==> config.mk <==
export PLATFORM = sky130hd
export DESIGN_NAME = pulse_count_backlight_dimmer
export DESIGN_NICKNAME = d
export VERILOG_FILES = /design/src/rtl/pcbd_pkg.sv /design/src/rtl/pulse_count_backlight_dimmer.sv /design/src/rtl/pcbd_sub.sv /design/src/rtl/pcbd_seq.sv
export SDC_FILE = /design/constraint.sdc
export NUM_CORES = 1
export LEC_CHECK = 0
export ABC_CLOCK_PERIOD_IN_PS = 3000
export BUFFER_PORTS_ARGS = -buffer_cell sky130_fd_sc_hd__clkbuf_2
export CAP_MARGIN = 30
export CORE_UTILIZATION = 29
export DETAILED_ROUTE_END_ITERATION = 12
export PLACE_DENSITY = 0.56
export SYNTH_ARGS = -nofsm -noshare
export SYNTH_HDL_FRONTEND = slang
export SYNTH_SLANG_ARGS = --single-unit
==> constraint.sdc <==
create_clock -name clk -period 3 [get_ports clk]
set_input_delay 0.15 -clock clk [delete_from_list [all_inputs] [get_ports clk]]
set_output_delay 0.15 -clock clk [all_outputs]
set_load 0.01 [all_outputs]
==> src/rtl/pcbd_pkg.sv <==
// Package: shared types and constants for the pulse-count backlight dimmer.
`timescale 1ns / 1ps

package pcbd_pkg;

  // Register indexes on the configuration port
  localparam int CFG_IDX_W = 2;
  localparam int CFG_DATA_W = 16;
  localparam logic [CFG_IDX_W-1:0] REG_ENABLE_DELAY = 2'd0;
  localparam logic [CFG_IDX_W-1:0] REG_PULSE_HALF   = 2'd1;
  localparam logic [CFG_IDX_W-1:0] REG_SETTLE       = 2'd2;

  // Field widths
  localparam int BRIGHT_W = 8;
  localparam int EN_W     = 10;
  localparam int HALF_W   = 8;
  localparam int DUR_W    = 16;

  // Register reset values
  localparam logic [EN_W-1:0]   ENABLE_DELAY_RST = 10'd30;
  localparam logic [HALF_W-1:0] PULSE_HALF_RST   = 8'd1;
  localparam logic [DUR_W-1:0]  SETTLE_RST       = 16'd1000;

  // Rounding: lvl = (2*LEVELS*v + FULL_SCALE) / (2*FULL_SCALE)
  localparam int FULL_SCALE = 255;
  localparam int DIV_CONST  = 2 * FULL_SCALE;

  // A run never exceeds this many segments, so the step count saturates
  localparam int MAX_RESULTS = 32;
  localparam int MAX_STEPS   = (MAX_RESULTS - 2) / 2;
  localparam int CNT_W       = $clog2(MAX_STEPS + 1);

  // Configuration registers as one group
  typedef struct packed {
    logic [EN_W-1:0]   enable_delay_us;
    logic [HALF_W-1:0] pulse_half_us;
    logic [DUR_W-1:0]  settle_us;
  } cfg_t;

  // Sequencer states
  typedef enum logic [3:0] {
    ST_IDLE,
    ST_DIV,
    ST_TGT,
    ST_PLAN,
    ST_OFF0,
    ST_EN,
    ST_LO,
    ST_HI,
    ST_SETTLE
  } state_t;

endpackage

==> src/rtl/pulse_count_backlight_dimmer.sv <==
// Top level: configuration registers and stream ports of the pulse-count backlight dimmer.
//
//   channel  dir  tdata fields (low bit up)            tlast / other
//   s_axis   in   brightness[7:0]                        -
//   m_axis   out  pin_level[0], duration_us[16:1], 0     last of the run
//   cfg      in   cfg_we, cfg_index, cfg_data            write only
//
// A request passes an accept state, a rounding loop in the shared subtractor, the
// target and planning states, then one segment per cycle (up to 32) when the
// output register is free.
// The shared subtractor sets the rounding time; downstream stalls hold the sequencer.
// s_tready is high only between runs; the last beat may still wait while it is.
// rst clears the sequencer, the stored level (off) and the registers to defaults.
`timescale 1ns / 1ps

module pulse_count_backlight_dimmer #(
  parameter int LEVELS = 16
) (
  input  logic                               clk,
  input  logic                               rst,
  input  logic                               s_tvalid,
  output logic                               s_tready,
  input  logic [7:0]                         s_tdata,   // brightness[7:0]
  output logic                               m_tvalid,
  input  logic                               m_tready,
  output logic [23:0]                        m_tdata,   // pin_level, duration_us[16:1], pad
  output logic                               m_tlast,
  input  logic                               cfg_we,
  input  logic [pcbd_pkg::CFG_IDX_W-1:0]     cfg_index,
  input  logic [pcbd_pkg::CFG_DATA_W-1:0]    cfg_data
);

  import pcbd_pkg::*;

  cfg_t             cfg;
  logic             pin_level;
  logic [DUR_W-1:0] duration_us;

  // Configuration registers
  always_ff @(posedge clk) begin
    if (rst) begin
      cfg.enable_delay_us <= ENABLE_DELAY_RST;
      cfg.pulse_half_us   <= PULSE_HALF_RST;
      cfg.settle_us       <= SETTLE_RST;
    end else if (cfg_we) begin
      unique case (cfg_index)
        REG_ENABLE_DELAY: cfg.enable_delay_us <= cfg_data[EN_W-1:0];
        REG_PULSE_HALF:   cfg.pulse_half_us   <= cfg_data[HALF_W-1:0];
        REG_SETTLE:       cfg.settle_us       <= cfg_data[DUR_W-1:0];
        default: ;
      endcase
    end
  end

  pcbd_seq #(.LEVELS(LEVELS)) u_seq (
    .clk         (clk),
    .rst         (rst),
    .cfg         (cfg),
    .s_tvalid    (s_tvalid),
    .s_tready    (s_tready),
    .brightness  (s_tdata[BRIGHT_W-1:0]),
    .m_tvalid    (m_tvalid),
    .m_tready    (m_tready),
    .pin_level   (pin_level),
    .duration_us (duration_us),
    .last        (m_tlast)
  );

  // Pack the beat
  assign m_tdata = {7'b0, duration_us, pin_level};

endmodule

==> src/rtl/pcbd_sub.sv <==
// Shared subtract / compare unit used by the rounding, target, planning and pulse-count steps of the sequencer.
`timescale 1ns / 1ps

module pcbd_sub #(
  parameter int W = 14
) (
  input  logic [W-1:0] a,
  input  logic [W-1:0] b,
  output logic [W-1:0] diff,
  output logic         borrow
);

  logic [W:0] full;

  // borrow set when a < b
  assign full   = {1'b0, a} - {1'b0, b};
  assign diff   = full[W-1:0];
  assign borrow = full[W];

endmodule

==> src/rtl/pcbd_seq.sv <==
// Sequencer: level rounding, step planning and segment emission over one shared unit.
`timescale 1ns / 1ps

module pcbd_seq #(
  parameter int LEVELS = 16
) (
  input  logic                            clk,
  input  logic                            rst,
  input  pcbd_pkg::cfg_t                  cfg,
  input  logic                            s_tvalid,
  output logic                            s_tready,
  input  logic [pcbd_pkg::BRIGHT_W-1:0]   brightness,
  output logic                            m_tvalid,
  input  logic                            m_tready,
  output logic                            pin_level,
  output logic [pcbd_pkg::DUR_W-1:0]      duration_us,
  output logic                            last
);

  import pcbd_pkg::*;

  localparam int LW   = $clog2(LEVELS + 2);
  localparam int OFF  = LEVELS + 1;
  localparam int NUMW = $clog2(2 * LEVELS * FULL_SCALE + FULL_SCALE + 1);
  localparam int AW   = (NUMW > LW + 1) ? NUMW : LW + 1;
  localparam int SW   = (LW + 1 > CNT_W) ? LW + 1 : CNT_W;

  state_t state, state_next;

  logic [NUMW-1:0]  rem, rem_next;
  logic [LW-1:0]    quo, quo_next;
  logic             nz, nz_next;
  logic [LW-1:0]    target, target_next;
  logic [LW-1:0]    cur, cur_next;
  logic [CNT_W-1:0] cnt, cnt_next;
  logic             settle_pin, settle_pin_next;

  logic             m_tvalid_next;
  logic             pin_level_next;
  logic [DUR_W-1:0] duration_us_next;
  logic             last_next;

  logic [AW-1:0]    alu_a, alu_b, alu_diff;
  logic             alu_borrow;
  logic [LW-1:0]    lvl;
  logic [SW-1:0]    steps_raw;
  logic [CNT_W-1:0] steps;
  logic             out_free;

  pcbd_sub #(.W(AW)) u_sub (
    .a      (alu_a),
    .b      (alu_b),
    .diff   (alu_diff),
    .borrow (alu_borrow)
  );

  // Rounded level; a nonzero request never lands on zero
  assign lvl = (quo == '0 && nz) ? LW'(1) : quo;

  // Step count from the planning subtraction, wrapped and saturated
  assign steps_raw = alu_borrow ? SW'(alu_diff[SW-1:0] + SW'(LEVELS)) : alu_diff[SW-1:0];
  assign steps     = (steps_raw > SW'(MAX_STEPS)) ? CNT_W'(MAX_STEPS) : steps_raw[CNT_W-1:0];

  assign out_free = !m_tvalid || m_tready;
  assign s_tready = (state == ST_IDLE);

  // Operand select for the shared unit
  always_comb begin
    alu_a = '0;
    alu_b = '0;
    unique case (state)
      ST_DIV: begin
        alu_a = AW'(rem);
        alu_b = AW'(DIV_CONST);
      end
      ST_TGT: begin
        alu_a = AW'(OFF);
        alu_b = AW'(lvl);
      end
      ST_PLAN: begin
        alu_a = AW'(target);
        alu_b = AW'(cur);
      end
      ST_HI: begin
        alu_a = AW'(cnt);
        alu_b = AW'(1);
      end
      default: begin
        alu_a = '0;
        alu_b = '0;
      end
    endcase
  end

  // Next state and datapath updates
  always_comb begin
    state_next       = state;
    rem_next         = rem;
    quo_next         = quo;
    nz_next          = nz;
    target_next      = target;
    cur_next         = cur;
    cnt_next         = cnt;
    settle_pin_next  = settle_pin;
    m_tvalid_next    = m_tvalid && !m_tready;
    pin_level_next   = pin_level;
    duration_us_next = duration_us;
    last_next        = last;
    unique case (state)
      ST_IDLE: begin
        if (s_tvalid) begin
          rem_next   = NUMW'(brightness) * NUMW'(2 * LEVELS) + NUMW'(FULL_SCALE);
          quo_next   = '0;
          nz_next    = (brightness != '0);
          state_next = ST_DIV;
        end
      end
      // one subtraction of the divisor per cycle
      ST_DIV: begin
        if (!alu_borrow) begin
          rem_next = alu_diff[NUMW-1:0];
          quo_next = quo + LW'(1);
        end else begin
          state_next = ST_TGT;
        end
      end
      ST_TGT: begin
        target_next = alu_diff[LW-1:0];
        state_next  = ST_PLAN;
      end
      ST_PLAN: begin
        cnt_next = steps;
        cur_next = target;
        if (target == cur) begin
          state_next = ST_IDLE;
        end else if (target == LW'(OFF)) begin
          settle_pin_next = 1'b0;
          state_next      = ST_OFF0;
        end else begin
          settle_pin_next = 1'b1;
          if (cur == LW'(OFF)) begin
            state_next = ST_EN;
          end else if (steps != '0) begin
            state_next = ST_LO;
          end else begin
            state_next = ST_SETTLE;
          end
        end
      end
      ST_OFF0: begin
        if (out_free) begin
          m_tvalid_next    = 1'b1;
          pin_level_next   = 1'b0;
          duration_us_next = '0;
          last_next        = 1'b0;
          state_next       = ST_SETTLE;
        end
      end
      ST_EN: begin
        if (out_free) begin
          m_tvalid_next    = 1'b1;
          pin_level_next   = 1'b1;
          duration_us_next = DUR_W'(cfg.enable_delay_us);
          last_next        = 1'b0;
          state_next       = (cnt != '0) ? ST_LO : ST_SETTLE;
        end
      end
      ST_LO: begin
        if (out_free) begin
          m_tvalid_next    = 1'b1;
          pin_level_next   = 1'b0;
          duration_us_next = DUR_W'(cfg.pulse_half_us);
          last_next        = 1'b0;
          state_next       = ST_HI;
        end
      end
      ST_HI: begin
        if (out_free) begin
          m_tvalid_next    = 1'b1;
          pin_level_next   = 1'b1;
          duration_us_next = DUR_W'(cfg.pulse_half_us);
          last_next        = 1'b0;
          cnt_next         = alu_diff[CNT_W-1:0];
          state_next       = (cnt == CNT_W'(1)) ? ST_SETTLE : ST_LO;
        end
      end
      ST_SETTLE: begin
        if (out_free) begin
          m_tvalid_next    = 1'b1;
          pin_level_next   = settle_pin;
          duration_us_next = cfg.settle_us;
          last_next        = 1'b1;
          state_next       = ST_IDLE;
        end
      end
      default: state_next = ST_IDLE;
    endcase
  end

  // Control registers
  always_ff @(posedge clk) begin
    if (rst) begin
      state    <= ST_IDLE;
      cur      <= LW'(OFF);
      m_tvalid <= 1'b0;
    end else begin
      state    <= state_next;
      cur      <= cur_next;
      m_tvalid <= m_tvalid_next;
    end
  end

  // Working and output payload registers
  always_ff @(posedge clk) begin
    rem         <= rem_next;
    quo         <= quo_next;
    nz          <= nz_next;
    target      <= target_next;
    cnt         <= cnt_next;
    settle_pin  <= settle_pin_next;
    pin_level   <= pin_level_next;
    duration_us <= duration_us_next;
    last        <= last_next;
  end

  // Stored level is always a real level or off
  a_cur_range: assert property (@(posedge clk) disable iff (rst)
    (cur != '0) && (cur <= LW'(OFF)))
    else $error("current level out of range");

  // A high half pulse is only sent with steps left
  a_hi_cnt: assert property (@(posedge clk) disable iff (rst)
    (state == ST_HI) |-> (cnt != '0))
    else $error("pulse pair with zero step count");

  // The quotient never passes the level count
  a_quo_bound: assert property (@(posedge clk) disable iff (rst)
    (state == ST_DIV) |-> (quo <= LW'(LEVELS)))
    else $error("rounding quotient too large");

  // A request is taken and work starts at once
  a_busy: assert property (@(posedge clk) disable iff (rst)
    (s_tvalid && s_tready) |=> (state == ST_DIV) && !s_tready)
    else $error("sequencer did not start on accepted request");

endmodule

==> results of run 1 <==
## metrics by stage
step / cells / power, mW
5_1_grt: 828 / 7.240
2_1_floorplan: 510 / 3.951
4_1_cts: 825 / 6.678
3_5_place_dp: 802 / 5.347
6_report: 828 / 6.754
3_3_place_gp: 802 / 5.286
## timing repair
item | 4_1_cts | 5_1_grt
hold buffers | 0 | 0
resized for setup | 13 | 7
gates cloned | 3 | 0
endpoints found under the setup margin | 28 | 29
pin swaps | 11 | 12
buffers inserted | 4 | 6
## synth_stat cells, types with 2 or more instances
master | number | area share
mux2i_1 | 19 | 0.039
a22oi_1 | 12 | 0.019
nand2b_1 | 7 | 0.0091
nand3b_1 | 5 | 0.0078
nand2_1 | 82 | 0.064
xor2_1 | 12 | 0.022
o21ai_0 | 13 | 0.014
o31a_1 | 3 | 0.0055
a31oi_1 | 5 | 0.0065
and2_1 | 16 | 0.021
a21boi_0 | 2 | 0.0031
dfxtp_1 | 44 | 0.18
a211o_1 | 5 | 0.0091
or4_1 | 4 | 0.0062
o211ai_1 | 5 | 0.0078
nor2_1 | 47 | 0.037
nand3_1 | 12 | 0.012
buf_2 | 2 | 0.0021
ha_1 | 13 | 0.034
nor3b_1 | 3 | 0.0047
buf_4 | 8 | 0.012
mux2_2 | 3 | 0.0070
inv_1 | 14 | 0.011
o211a_1 | 2 | 0.0042
nor2b_1 | 11 | 0.014
xnor2_1 | 10 | 0.018
nand4_1 | 3 | 0.0039
nor4_1 | 6 | 0.0078
nor3_1 | 5 | 0.0052
a31o_2 | 2 | 0.0036
a21o_1 | 3 | 0.0047
a21oi_1 | 26 | 0.027
edfxtp_1 | 48 | 0.30
o221ai_1 | 2 | 0.0036
clkinv_1 | 2 | 0.0016
or3_1 | 4 | 0.0052
clkbuf_1 | 20 | 0.016
## state kept, by name (all words and copies together), names as in the netlist
signal             count
u_seq.rem             14
u_seq.nz               1
u_seq.cnt              4
u_seq.duration_us     16
u_seq.state            4
cfg                   34
u_seq.cur              5
u_seq.pin_level        1
u_seq.target           5
u_seq.quo              5
u_seq.last             1
u_seq.m_tvalid         1
u_seq.settle_pin       1
## logic make-up after synthesis
| family | after synthesis | synth area share |
|---|---|---|
| buf+inv | 47 | 0.04339 |
| compound gates | 91 | 0.1302 |
| xor+xnor | 22 | 0.04001 |
| fa+ha+maj | 14 | 0.03793 |
| flops | 92 | 0.4822 |
| other cells | 1 | 0.0007787 |
| mux | 22 | 0.04650 |
| simple gates | 215 | 0.2190 |
## cell type report
| cell class | count | area (um^2) |
|---|---|---|
| clock buffer | 10 | 229.0 |
| clock inverter | 6 | 53.80 |
| fill | 1616 | 9970 |
| inverter | 16 | 60.06 |
| multi-input combinational | 374 | 2417 |
| sequential | 92 | 2327 |
| tap | 216 | 270.3 |
| timing repair buffer | 114 | 730.7 |
## power breakdown
| part | switching [mW] | internal, mW |
|---|---|---|
| Combinational | 1.94 | 1.86 |
| Clock | 0.516 | 0.578 |
| Sequential | 0.139 | 1.72 |
## path summary, 6_finish.rpt
kind	to	depth (start not counted)	slack, ns
setup / recovery	u_seq.state[1]	11	-0.03
hold / removal	cfg[10]	3	0.02
setup reg to reg	u_seq.state[1]	11	-0.03
hold reg to reg	cfg[13]	2	0.46
## metal layers
layer / vias up / GRT usage
li1: 1983 / -
met1: 1882 / 0.1695
met2: 100 / 0.2717
met3: 28 / 0.02687
met4: 0 / 0.06897
met5: - / 0
## critical path: cells and delay by family, from the launching register on
family                   cells  cell delay [ns]
adder cells (fa/ha/maj)      1             0.29
AO/OA/AOI/OAI                5             0.90
flip-flops                   1             0.41
multiplexers                 1             0.35
AND/OR/NAND/NOR              4             0.93
==> impl_metrics.csv, run 1 <==
group,metric,value,unit
routing,top_layer_used,"met4",
sta,hold_slack,0.01514,ns
routing,vias,3993,
routing,initialDrtViolationCount,212,
setup_path,crit_type,"flop to flop",
setup_path,cp_slowest_cell,"or4b_4",
finish,final_nets,652,
pwr,peakVddDrop,0.5965,mV
status,violations,"negative setup slack",
floorplan,coreArea,0.01606,mm^2
clock_tree,clockBufferDepth,2,
placed_design,dpl_cell_area,0.005665,mm^2
setup_path,critPathCaptureType,"flop",
setup_path,worstSetupStartpointType,"flop",
finish,antennaDiodeCount,0,
clock_tree,htreeDepth,3,
sta,tightest_slew,0.9230,ns
yosys,syn_inst,504,
clock_tree,cts_buffers,9,
clock_tree,cts_root_buffer,"clkbuf_16",
routing,wl_met1,5235,um
flow_run,cap_violations,0,
routing,viasPerCell,4.822,
status,status,"finished, violations left",
routing,met2_wirelength,5916,um
sta,rsz0062_at_grt,"true",
sta,fin_setup_tns,-0.05892,ns
sta,period_minus_slack,3.031,ns
clock_tree,numClockSinks,92,
sta,finalHoldViolCount,0,
finish,drive_gt1_frac,0.2647,
grt,antenna_found_initial,0,
finish,final_cell_mix,"82 x nand2_1, 64 x buf_4, 50 x clkbuf_2, 48 x edfxtp_1, 45 x nor2_1",
placed_design,place_congestion,0.8560,
hold_path,hp-start,"cfg_data[10]",
sta,skew,0.007415,ns
clock_tree,cts.reportedPaths.clkPinSlew,0.07,ns
placed_design,portBuffers,50,
setup_path,startpoint,"u_seq.state[2]",
floorplan,start_util,0.2999,
yosys,netlist_area,0.004816,mm^2
yosys,synth-seq-cells,92,
yosys,synth-edff-count,48,
pwr,power_density,1109,mW/mm^2
hold_path,hp-class,"primary input to flop",
setup_path,critical_path.max_stage_delay,0.60,ns
setup_path,worst-path-max-fanout,7,
setup_path,worstPathRequired,3.21,ns
sta,maxSlewHeadroom,0.3688,
pwr,cellLeakagePower,2.515,nW
placed_design,pre_cts_ws,-0.1441,ns
routing,dr.pass1.iters,5,
finish,syn_to_final_growth,26.42,%
yosys,synth-main-ff-cell,"edfxtp_1",
clock_tree,cts_tree,"built",
yosys,yosysSeqAreaShare,0.4822,
finish,fin_util,0.3791,
floorplan,die_h,130.9,um
yosys,ys_warn_count,0,
finish,fin_area,0.006088,mm^2
sta,slew_violations,0,
routing,wire_per_inst,14.38,um
yosys,synth_cell_type_count,61,
sta,period_share,1.010,
sta,setup_viol,3,
yosys,avgSynthCellArea,9.555,um^2
clock_tree,clock_latency,0.36,ns
grt,grt_overflow,0,
floorplan,design.die.area,0.01713,mm^2
floorplan,ioPinCount,58,
yosys,async_flop_share,0,
setup_path,r2r_start,"u_seq.state[2]",
setup_path,crit_chain,"mux2_2 -> a22o_1 -> and2_1 -> ha_1 -> nand2b_1 -> a21oi_1 -> o221ai_1 -> o311ai_1 -> or4b_4 -> a21oi_2 -> nor4_1",
grt,grt_pass1_wl,19490,um
grt,grtUsageTotal,0.1496,
sta,setup_slack,-0.03129,ns
floorplan,die_w,130.9,um
grt,grt_max_degree,36,
sta,fmax,329.9,MHz
routing,wirelength,11910,um
finish,final_common_cell,"nand2_1",
setup_path,arrival,3.24,ns
routing,drc,0,
routing,antenna_left,0,
grt,first_global_vias,4048,
floorplan,fp-row-count,46,
placed_design,dpl.hpwl,8734,um
routing,met3_length,488,um
Power figures use the tool's default switching activity.
==> inputs of run 2 (changes only) <==
--- a/config.mk
+++ b/config.mk
@@ -8,9 +8,11 @@
 export ABC_CLOCK_PERIOD_IN_PS = 3000
 export BUFFER_PORTS_ARGS = -buffer_cell sky130_fd_sc_hd__clkbuf_2
 export CAP_MARGIN = 30
+export CORE_MARGIN = 2
 export CORE_UTILIZATION = 29
 export DETAILED_ROUTE_END_ITERATION = 12
 export PLACE_DENSITY = 0.56
+export SETUP_SLACK_MARGIN = 0.2
 export SYNTH_ARGS = -nofsm -noshare
 export SYNTH_HDL_FRONTEND = slang
 export SYNTH_SLANG_ARGS = --single-unit
==> run 2 against run 1 <==
The flow still finishes with violations (negative setup slack). Count of clock-buffer cells in the layout increased by 2. Register-to-register slack got worse by 0.04 ns. First-iteration DRC count increased by 26%. Sequential cell count unchanged. Critical path type unchanged. Critical endpoint is now u_seq.rem[5]. Highest routed layer unchanged.
==> impl_metrics.csv, run 2 (synthesized netlist as in run 1, its figures left out) <==
group,metric,value,unit
sta,period_share,1.024,
pwr,peakVddDrop,0.4830,mV
routing,antenna_left,0,
setup_path,arrival,3.14,ns
placed_design,placed_cells,796,
placed_design,portBuffers,50,
clock_tree,htreeDepth,3,
clock_tree,clock_latency,0.35,ns
floorplan,die_w,132.9,um
setup_path,cp_slowest_cell,"edfxtp_1",
hold_path,worstHoldEndpoint,"cfg[12]",
sta,setup_viol,25,
clock_tree,clockBufferDepth,2,
sta,setup_slack,-0.07141,ns
floorplan,coreArea,0.01641,mm^2
pwr,switchingPower,2.547,mW
sta,maxSlewHeadroom,0.4592,
setup_path,r2r_start,"u_seq.quo[4]",
routing,drc,0,
grt,grtUsageTotal,0.1409,
pwr,totalPowerFinal,6.738,mW
routing,wire_per_inst,14.46,um
routing,dr.pass1.iters,4,
setup_path,worstPathRequired,3.07,ns
setup_path,worstSetupStartpointType,"flop",
setup_path,crit_chain,"nor3_4 -> a31oi_1 -> o221ai_1 -> inv_1 -> fa_2 -> nor2b_4 -> o31a_1 -> o221ai_4 -> o31a_1 -> buf_4 -> nand2b_4 -> buf_12",
finish,syn_to_final_growth,26.73,%
sta,slew_violations,0,
grt,grt_pass1_wl,19930,um
finish,fin_area,0.006103,mm^2
finish,multi_input_area,0.002425,mm^2
floorplan,ioPinCount,58,
sta,rsz0062_at_grt,"true",
clock_tree,cts_root_buffer,"clkbuf_16",
sta,tightest_slew,0.7908,ns
pwr,power_density,1104,mW/mm^2
finish,antennaDiodeCount,0,
routing,viasPerCell,4.838,
setup_path,critical_path.max_stage_delay,0.43,ns
floorplan,die_h,132.9,um
hold_path,hp-start,"cfg_data[12]",
finish,final_cells,823,
setup_path,reg2regPathDepth,12,
setup_path,critPathCaptureType,"flop",
placed_design,dpl_cell_area,0.005633,mm^2
floorplan,design.die.area,0.01765,mm^2
routing,vias,3982,
pwr,swShare,0.3780,
hold_path,hp-class,"primary input to flop",
pwr,p_int,4.191,mW
sta,fin_setup_tns,-1.330,ns
setup_path,path_common_cell,"o31a_1",
pwr,power_frac_seq,0.278,
placed_design,place_congestion,0.8323,
finish,fillerInstances,1695,
routing,wirelength,11900,um
finish,drive_gt1_frac,0.2620,
routing,initialDrtViolationCount,267,
status,status,"finished, violations left",
pwr,pwr-share-comb,0.556,
sta,period_minus_slack,3.071,ns
clock_tree,cts.reportedPaths.clkPinSlew,0.06,ns
sta,skew,0.008068,ns
grt,first_global_vias,4049,
sta,fmax,325.6,MHz
clock_tree,cts_tree,"built",
setup_path,crit_type,"flop to flop",
clock_tree,cts_buffers,9,
setup_path,reg2reg_slack,-0.07,ns
finish,regArea,0.002328,mm^2
floorplan,start_util,0.2935,
grt,antenna_found_initial,0,
clock_tree,cts_hold_buf,0,
finish,final_cell_mix,"81 x nand2_1, 54 x buf_4, 51 x clkbuf_2, 48 x edfxtp_1, 46 x nor2_1",
finish,final_common_cell,"nand2_1",
setup_path,reg2reg_to,"u_seq.rem[5]",
pwr,cellLeakagePower,2.495,nW
finish,top_register,"cfg",
hold_path,whs_path_depth,3,
pwr,clock_power_share,0.166,
status,violations,"negative setup slack",
placed_design,dpl.hpwl,8795,um
sta,finalHoldViolCount,0,
finish,final_nets,643,
floorplan,fp-row-count,47,
setup_path,worst-path-max-fanout,11,
grt,grt_overflow,0,
finish,largest_register_ffs,34,
clock_tree,numClockSinks,92,
grt,grt_max_degree,36,
flow_run,cap_violations,0,
finish,top_regs,"cfg x34, u_seq.duration_us x16, u_seq.rem x14",
## run 2: changes by cell type in the layout (fill, tap and decap cells not counted), sizes merged
cell / delta
nand2b: -3
buf: -7
clkinv: +1
clkbuf: +3
inv: -3
## run 2: final cells by class
type	count	area share
timing repair buffer	108	0.1166
clock inverter	4	0.005125
clock buffer	12	0.04387
multi-input combinational	371	0.3973
sequential	92	0.3815
tap	220	0.04510
inverter	16	0.01046
## run 2: timing repair
item | in CTS | in global routing
endpoints found under the hold margin | 0 | 0
gates resized for setup | 9 | 8
pin swaps | 2 | 6
buffers inserted | 4 | 7
endpoints found under the setup margin | 34 | 35
gates cloned | 0 | 0
## run 2: worst max-delay path by stage
stage,start,to,slack [ns],depth (start not counted)
finish,u_seq.quo[4],u_seq.rem[5],-0.07,12
global route,u_seq.quo[4],u_seq.rem[6],-0.24,12
CTS,u_seq.quo[3],u_seq.state[1],-0.05,13
detailed placement,u_seq.quo[3],u_seq.rem[8],-0.21,13
global placement,u_seq.quo[3],u_seq.state[1],-0.07,13
floorplan,u_seq.state[2],u_seq.state[1],0.06,13
## run 2: metal layers
metal,global-route usage,wire [um],vias up
met2,0.2545,6013,93
met3,0.03103,502,15
met1,0.1673,5195,1919
met5,0,0,-
met4,0.04062,193,0
li1,-,-,1955
## run 2: through the flow
step,util,hold slack [ns],setup WS [ns]
after floorplan,-,0.2679,0.06225
after detailed placement,0.3433,0.3866,-0.2072
after CTS,0.3671,0.01800,-0.04852
after global placement,0.3433,0.3775,-0.07286
final,0.3720,0.02096,-0.07141
after global routing,0.3720,0.02876,-0.2358
## run 2: critical path: cells and delay by family (launching register included)
kind | cells | cell delay, ns
adder cells (fa/ha/maj) | 1 | 0.40
flip-flops | 1 | 0.43
AO/OA/AOI/OAI | 5 | 1.09
AND/OR/NAND/NOR | 3 | 0.46
buffers and inverters | 3 | 0.41
## run 2: power by group through the flow
stage          logic (mW)  clock network [mW]  registers, mW
6_report             3.74                1.12           1.87
5_1_grt              4.14                1.20           1.90
4_1_cts              3.59                1.14           1.86
3_5_place_dp         3.29                   0           1.89
3_3_place_gp         3.23                   0           1.88
2_1_floorplan        2.16                   0           1.86
==> inputs of run 3 (changes only) <==
--- a/config.mk
+++ b/config.mk
@@ -5,13 +5,14 @@
 export SDC_FILE = /design/constraint.sdc
 export NUM_CORES = 1
 export LEC_CHECK = 0
+export ABC_AREA = 1
 export ABC_CLOCK_PERIOD_IN_PS = 3000
 export BUFFER_PORTS_ARGS = -buffer_cell sky130_fd_sc_hd__clkbuf_2
 export CAP_MARGIN = 30
 export CORE_MARGIN = 2
-export CORE_UTILIZATION = 29
+export CORE_UTILIZATION = 53
 export DETAILED_ROUTE_END_ITERATION = 12
-export PLACE_DENSITY = 0.56
+export PLACE_DENSITY = 0.86
 export SETUP_SLACK_MARGIN = 0.2
 export SYNTH_ARGS = -nofsm -noshare
 export SYNTH_HDL_FRONTEND = slang
==> run 3 against run 2 <==
The run still ends with negative setup slack left. Final area shrank 0.43%. Global-route usage grew 10 points. Count of clock-buffer cells in the layout shrank 3. Critical endpoint is now u_seq.quo[2].
==> impl_metrics.csv, run 3 <==
group,metric,value,unit
clock_tree,cts_hold_buf,0,
clock_tree,numClockSinks,92,
finish,final_common_cell,"nand2_1",
pwr,peakVddDrop,0.9269,mV
yosys,synth_top_area_frac,0.2964,
floorplan,start_util,0.5523,
pwr,power_density,1220,mW/mm^2
grt,grt_pass1_wl,19500,um
yosys,async_flop_share,0,
status,status,"finished, violations left",
yosys,synth.area.mux_share,0.002058,
clock_tree,cts_tree,"built",
clock_tree,cts.reportedPaths.clkPinSlew,0.09,ns
sta,rsz0062_at_grt,"true",
yosys,avgSynthCellArea,8.039,um^2
setup_path,critPathCaptureType,"flop",
sta,finalHoldViolCount,0,
finish,drive_gt1_frac,0.2643,
grt,first_global_vias,4412,
yosys,yosys.area.top_type,"edfxtp_1",
clock_tree,cts_buffers,9,
finish,largest_register_ffs,34,
floorplan,die_w,99.79,um
pwr,clock_power_share,0.105,
pwr,power_frac_seq,0.253,
setup_path,worstPathRequired,3.09,ns
routing,wirelength,14510,um
yosys,netlist_area,0.004863,mm^2
pwr,p_int,3.840,mW
sta,maxSlewHeadroom,0.4787,
finish,final_nets,741,
placed_design,place_congestion,0.9382,
floorplan,fp-row-count,34,
routing,antenna_left,0,
placed_design,dpl.hpwl,8493,um
setup_path,crit_type,"flop to flop",
sta,setup_slack,-0.02070,ns
sta,skew,0.009759,ns
floorplan,die_h,99.79,um
clock_tree,clock_latency,0.37,ns
grt,antenna_found_initial,0,
grt,grt_overflow,0,
routing,dr.pass1.iters,7,
pwr,swShare,0.4819,
yosys,ys_warn_count,0,
yosys,synthAdderAreaFrac,0.03756,
floorplan,ioPinCount,58,
sta,fmax,331.0,MHz
clock_tree,cts_root_buffer,"clkbuf_8",
sta,setup_viol,21,
yosys,ys_top_cells_by_count,"131 x nand2_1, 84 x nor2_1, 68 x inv_1",
yosys,synth_top_family_by_area,"simple AND/OR/NAND/NOR gates",
routing,wire_per_inst,17.96,um
yosys,yosys.area_share.simple,0.2727,
yosys,synth-edff-count,48,
finish,top_register,"cfg",
yosys,syn_inst,605,
placed_design,portBuffers,50,
yosys,synth.most_common_cell,"nand2_1",
routing,drc,0,
pwr,switchingPower,3.572,mW
finish,final_cell_mix,"120 x nand2_1, 80 x nor2_1, 60 x inv_1, 50 x nand3_1, 50 x clkbuf_2",
pwr,pwr-share-comb,0.642,
floorplan,design.die.area,0.009958,mm^2
setup_path,worstSetupStartpointType,"flop",
grt,grtUsageTotal,0.2439,
setup_path,worst-path-max-fanout,7,
setup_path,arrival,3.11,ns
sta,period_minus_slack,3.021,ns
yosys,synth-compound-area-share,0.09750,
clock_tree,htreeDepth,3,
yosys,synth-xor-area-share,0.02701,
yosys,yosysSeqAreaShare,0.4775,
sta,period_share,1.007,
status,violations,"negative setup slack",
pwr,cellLeakagePower,2.756,nW
pwr,totalPowerFinal,7.412,mW
yosys,synth-seq-cells,92,
finish,top_regs,"cfg x34, u_seq.duration_us x16, u_seq.rem x14",
routing,initialDrtViolationCount,475,
hold_path,hp-class,"primary input to flop",
yosys,synth_area_leaders,"edfxtp_1 30%, dfxtp_1 18%, nand2_1 10%",
routing,viasPerCell,5.965,
sta,tightest_slew,0.7791,ns
routing,vias,4820,
sta,slew_violations,0,
yosys,synth_cell_type_count,44,
flow_run,cap_violations,0,
finish,syn_to_final_growth,24.96,%
floorplan,coreArea,0.008806,mm^2
grt,grt_max_degree,36,
sta,fin_setup_tns,-0.3003,ns
clock_tree,clockBufferDepth,2,
finish,antennaDiodeCount,0,
yosys,synth-main-ff-cell,"edfxtp_1",
## run 3: area by class of cell
cell class	count	area, um^2
timing repair buffer	97	668.1
multi-input combinational	421	2470
tap	108	135.1
sequential	92	2331
clock buffer	9	123.9
inverter	75	299.0
fill	625	2729
clock inverter	6	50.05
## run 3: per-stage QoR
stage,setup slack [ns],hold slack (ns),instance area [um^2],cells,util
floorplan,0.2020,0.2051,4918,611,-
global placement,0.01443,0.3756,5348,770,0.6073
detailed placement,-0.03407,0.4026,5375,771,0.6104
CTS,0.2078,0.01917,5710,794,0.6485
global route,-0.08533,0.03771,6077,808,0.6901
finish,-0.02070,0.03019,6077,808,0.6901
## run 3: what timing repair did
item | CTS | global route
pin swaps | 4 | 24
setup buffers | 8 | 14
gates resized for setup | 18 | 58
setup endpoints to repair | 30 | 33
## run 3: cell families (layout without fill, tap and decap cells)
group	after synthesis	count (layout)
compound gates	79	79
simple gates	305	305
other cells	1	7
mux	1	1
flops	92	92
buf+inv	98	187
fa+ha+maj	14	14
xor+xnor	15	15
## run 3: power groups by stage
stage               Sequential [mW]  Clock (mW)  Combinational, mW
finish                         1.87       0.776               4.76
global route                   1.89       0.823               5.11
CTS                            1.85       0.771               3.60
detailed placement             1.89           0               3.18
global placement               1.87           0               3.06
floorplan                      1.86           0               2.36
## run 3: final timing paths
check                           cells past startpoint           end  slack [ns]      startpoint
worst max-delay path                               18  u_seq.quo[2]       -0.02  u_seq.state[3]
worst min-delay path                                3        cfg[9]        0.03     cfg_data[9]
worst max register to register                     18  u_seq.quo[2]       -0.02  u_seq.state[3]
worst min register to register                      2       cfg[12]        0.47         cfg[12]
## run 3: layer usage
layer,wire [um],GRT usage
met1,5306,0.2882
met2,7123,0.4480
met3,1232,0.03482
met4,848,0.09378
met5,0,0
## run 3: critical path, cell delays in order (launching register included)
cell and delay (ns):
dfxtp_4 0.38, nor2_4 0.11, inv_2 0.06, nor3_4 0.30
nand2_2 0.12, o21ai_2 0.09, a211oi_2 0.06, ha_2 0.20
fa_2 0.40, inv_2 0.11, nand2_1 0.10, nand2_1 0.10
nand3_2 0.07, nand2_2 0.10, nand2_2 0.09, nand3_4 0.09
nand2_4 0.07, o21ai_4 0.12, buf_12 0.16
